### config.mk
export PLATFORM = sky130hd
export DESIGN_NAME = mbrd_mul
export DESIGN_NICKNAME = d
export VERILOG_FILES = /design/src/rtl/core/mbrd_pkg.sv /design/src/rtl/core/mbrd_mul.sv
export SDC_FILE = /design/constraint.sdc
export NUM_CORES = 2
export LEC_CHECK = 0
export BUFFER_PORTS_ARGS = -buffer_cell sky130_fd_sc_hd__buf_4
export CORE_ASPECT_RATIO = 0.7
export CORE_UTILIZATION = 48
export DETAILED_ROUTE_END_ITERATION = 7
export SYNTH_ARGS = -nofsm -noshare
export SYNTH_HDL_FRONTEND = slang
export SYNTH_SLANG_ARGS = --single-unit
### constraint.sdc
create_clock -name i_clk -period 11.45 [get_ports i_clk]
set_input_delay 0 -clock i_clk [delete_from_list [all_inputs] [get_ports i_clk]]
set_output_delay 0 -clock i_clk [all_outputs]
set_load 0.05 [all_outputs]
### src/rtl/core/mbrd_pkg.sv
package mbrd_pkg;

    localparam logic [1:0] OP_FOLD    = 2'd0;
    localparam logic [1:0] OP_READ    = 2'd1;
    localparam logic [1:0] OP_RESTART = 2'd2;
    localparam logic [1:0] OP_LOAD    = 2'd3;

    localparam logic [1:0] CFG_PORTS = 2'd0;
    localparam logic [1:0] CFG_BINS  = 2'd1;
    localparam logic [1:0] CFG_SCALE = 2'd2;

    localparam int INPUT_PORTS = 4;
    localparam int MUL_A_W     = 35;
    localparam int MUL_B_W     = 33;
    localparam int PROD_W      = MUL_A_W + MUL_B_W;
    localparam int RND_W       = PROD_W - 30;

    localparam logic signed [31:0] ONE_Q30 = 32'sh4000_0000;

    typedef logic signed [PROD_W-1:0] t_prod;
    typedef logic signed [RND_W-1:0]  t_rnd;

    // round to nearest, ties up, then drop 30 fraction bits
    function automatic t_rnd round_q30(input t_prod p);
        t_prod t;
        t = p + 68'sd536870912;
        return $signed(t[PROD_W-1:30]);
    endfunction

    function automatic logic signed [63:0] sat_add64(input logic signed [63:0] a,
                                                     input t_rnd d);
        logic signed [64:0] s;
        s = 65'(a) + 65'(d);
        if (s[64] != s[63]) begin
            return s[64] ? {1'b1, 63'd0} : {1'b0, {63{1'b1}}};
        end
        return s[63:0];
    endfunction

    function automatic logic signed [31:0] sat32(input t_rnd v);
        if (v > 38'sh7FFF_FFFF) begin
            return 32'sh7FFF_FFFF;
        end
        if (v < -38'sh8000_0000) begin
            return 32'sh8000_0000;
        end
        return v[31:0];
    endfunction

endpackage

### src/rtl/core/mbrd_mul.sv
module mbrd_mul (
    input  logic                                i_clk,
    input  logic signed [mbrd_pkg::MUL_A_W-1:0] i_a,
    input  logic signed [mbrd_pkg::MUL_B_W-1:0] i_b,
    output mbrd_pkg::t_prod                     o_p
);
    import mbrd_pkg::*;

    t_prod r_p;

    always_ff @(posedge i_clk) begin
        r_p <= i_a * i_b;
    end

    assign o_p = r_p;

endmodule

# Word level (Yosys, flattened, before mapping)
# Index checks and enable logic that the tools add are counted.
# word_totals
ff_bits	68
inputBits	69
out_inout_bits	68
elab_cells	2
# op_classes
n_mul	1
# op_table
operator	n
35-bit by 33-bit multiplier with 68-bit output	1

# Depth between registers and ports, before layout
# logic_depth
depth_word	1
mapped_depth	29
ltp_nobuf	27

# Worst setup path after synthesis
# Ideal clock, no wire load.
# synth_path
kind	input-to-reg
startpoint	input port i_a[34] (netlist name)
endpoint	register r_p[66] (netlist: o_p[66])
setup_time_ps	127
arrival_time_ps	7423
required_ps	11323
slack_ps	3900
path_stages	26
path_buffers	2
path_cell_list	clkbuf_1 > nand2_1 > inv_1 > fa_1 > fa_1 > fa_1 > inv_1 > fa_1 > inv_1 > fa_1 > fa_1 > inv_1 > fa_1 > fa_1 > inv_1 > ha_1 > clkbuf_1 > a21o_1 > a21o_1 > a21oi_1 > o21bai_1 > a21o_1 > a21o_1 > a2111oi_2 > nor3_1 > xor2_1
# synth_between
elab_chain_cells	1
# synth_lines
element	line_no	text
from (decl)	mbrd_mul.sv:3	input logic signed [mbrd_pkg::MUL_A_W-1:0] i_a,
35-bit by 33-bit multiplier with 68-bit output	mbrd_mul.sv:12	r_p <= i_a * i_b;
to (signal assigned)	mbrd_mul.sv:12	
to (decl)	mbrd_mul.sv:9	t_prod r_p;
# No other way between the ends.

# Final worst setup path
# Same ends and word-level chain as after synthesis.

==> run_results.csv <==
group,metric,value,unit
cts,tritoncts,"done",
worst_setup_path,cpMostUsedCell,"fa_1",
cts,postCtsResizedCells,0,
cells_and_area,nNetsFinal,5896,
cells_and_area,final_cells,5554,
timing,post-route-min-period,7.926,ns
cts,ctsHtreeMaxLevel,3,
timing,slew_violations,0,
grt,grt_overflow,0,
logic_synthesis,syn_area_per_cell,9.436,um2
die,dieArea,0.08956,mm2
cells_and_area,syn2layout_area_growth,4.190,%
die,coreArea,0.08682,mm2
routing,num_vias,28861,
die,io_pins,137,
die,num_rows,90,
routing,routed_wl,121200,um
die,die_x,357.3,um
worst_setup_path,cp.arrival,8.18,ns
cells_and_area,drive_gt1_share,4.133,%
place,dp.final_hpwl,98450,um
grt,grt_pass1_vias,31217,
hold_path,hold_path.class,"in2reg",
worst_setup_path,crit_start,"i_a[34]",
worst_setup_path,crit_slowest_cell,"fa_1",
timing,worst_slew_pin_slew,1.070,ns
routing,vias_per_cell,5.196,
logic_synthesis,synth_edf_count,0,
cts,clk_pin_slew,0.07,ns
logic_synthesis,async_flop_share,0,%
logic_synthesis,synth-seq-cells,68,
logic_synthesis,synthFlopType,"dfxtp_1",
routing,first_iter_violations,1976,
cells_and_area,largest_reg_flops,68,
place,gp_congestion,0.8962,
routing,avgRoutedWirePerCell,21.83,um
logic_synthesis,ys_seq_area_share,3.210,%
cts,cts-root-buf,"clkbuf_16",
worst_setup_path,cp_max_fo,33,
grt,grt_max_degree,36,
worst_setup_path,cp-end-kind,"flip-flop",
cts,cts_setup_buffers,0,
timing,fmax,0.1262,GHz
timing,rsz0062_at_grt,"no",
worst_setup_path,critical_path_class,"in2reg",
routing,dr.pass1.iters,5,
logic_synthesis,syn_nets,5991,
timing,min_period_over_period,69.22,%
logic_synthesis,ys_warn_count,0,
timing,setup_viol_count_final,0,
run_status,status,"completed",
logic_synthesis,synthesis.area,0.04241,mm2
cts,cts_buffers,9,
place,io_buffers,136,
cells_and_area,antenna_cells,0,
grt,grt_pass1_wl,193100,um
cts,holdBufCountCts,0,
cts,cts-root-to-sink-buffers,2,
routing,ant_nets,0,
timing,fin_tns_setup,0,ns
die,start_util,48.84,%
routing,route.detailed.drc,0,
worst_setup_path,worstPathCellList,"buf_4 -> nand2_1 -> inv_1 -> fa_1 -> fa_1 -> fa_1 -> inv_1 -> fa_1 -> inv_1 -> fa_1 -> fa_1 -> fa_1 -> inv_1 -> fa_1 -> inv_1 -> ha_1 -> a21oi_1 -> nand2_1 -> a2111oi_0 -> o211ai_2 -> a2111oi_2 -> nor3_1 -> xor2_1",
worst_setup_path,crit_path_start_kind,"primary input",
worst_setup_path,worst-endpoint-required,11.71,ns
place,dp.cells,5538,
grt,grt_usage,29.05,%
grt,grt_antenna_before_repair,2,
hold_path,hp-start,"i_b[0]",
worst_setup_path,slowest_delay,1.00,ns
logic_synthesis,yosysUniqueCellTypes,78,
logic_synthesis,syn_inst,4494,
cts,clock_sinks,68,
job,maxCapViolations,0,
timing,hold_violations,0,
die,die_height,250.7,um
timing,slew_headroom,28.15,%
[through the flow]
stage | instance area, um2 | hold slack (ns) | worst slack, ns | util [%]
after detailed placement | 43860 | 0.4510 | 3.051 | 50.51
after floorplan | 42410 | 0.1273 | 3.900 | -
after CTS | 44180 | 0.08133 | 3.462 | 50.89
after global placement | 43860 | 0.4511 | 3.077 | 50.51
final | 44180 | 0.1174 | 3.524 | 50.89
after global routing | 44180 | 0.1244 | 2.947 | 50.89
[worst paths after layout]
check	depth (start not counted)	slack [ns]	end
setup / recovery	23	3.52	o_p[66]
hold / removal	2	0.12	o_p[0]
[cells in the mapped netlist (9+ instances only)]
| cell type | n | area, um2 |
|---|---|---|
| and2_1 | 589 | 3685 |
| nand2b_1 | 10 | 62.56 |
| o21bai_1 | 9 | 67.56 |
| fa_1 | 1207 | 24160 |
| a211oi_1 | 9 | 67.56 |
| nand2_1 | 581 | 2181 |
| o21ai_0 | 39 | 195.2 |
| dfxtp_1 | 68 | 1361 |
| xor2_1 | 23 | 201.4 |
| nand3_1 | 16 | 80.08 |
| xnor2_1 | 49 | 429.2 |
| ha_1 | 221 | 2765 |
| nor2_1 | 65 | 244.0 |
| inv_1 | 1138 | 4272 |
| clkbuf_1 | 226 | 848.3 |
| nand4_1 | 17 | 106.4 |
| nor3_1 | 16 | 80.08 |
| a21oi_1 | 58 | 290.3 |
| a21o_1 | 37 | 277.8 |
[kinds of logic after synthesis]
group	synth area share, %
DFF	3.210
buffers and inverters	12.49
xor gates and xnor gates	1.487
AOI/OAI and AO/OA	3.579
muxes	0.04721
adders and majority gates	63.50
and+or+nand+nor	15.69
[metal layers]
metal	track usage (%)	vias up	wire length, um
li1	-	12563	-
met1	45.95	15027	58550
met2	35.77	1207	44350
met3	14.22	58	17300
met4	3.016	6	842
met5	1.351	-	177
[final cells by class]
type / count / area, um2
repair buffers: 138 / 1036
well taps: 1150 / 1439
fillers: 7986 / 42640
multi-input cells: 3044 / 35750
clock inverters: 7 / 101.3
flip-flops and latches: 68 / 1361
inverters: 1138 / 4272
clock buffers: 9 / 225.2
[worst max-delay path, delay by kind of cell]
| family | cells | cell delay (ns) |
|---|---|---|
| simple gates | 3 | 0.37 |
| buf+inv | 6 | 1.37 |
| compound gates | 4 | 1.24 |
| fa+ha+maj | 9 | 5.00 |
| xor+xnor | 1 | 0.15 |
[placed cells by master (no fill, tap or decap), types with 17 or more instances in the layout]
master,count
ha_1,221
xnor2_1,49
xor2_1,23
nand2_1,581
o21ai_0,39
a21o_1,37
buf_4,138
dfxtp_1,68
fa_1,1207
nor2_1,65
and2_1,589
a21oi_1,58
inv_1,1138
nand4_1,17
Power is not shown: default switching activity piles up to over one toggle a cycle in this logic, so the estimate is an artifact.
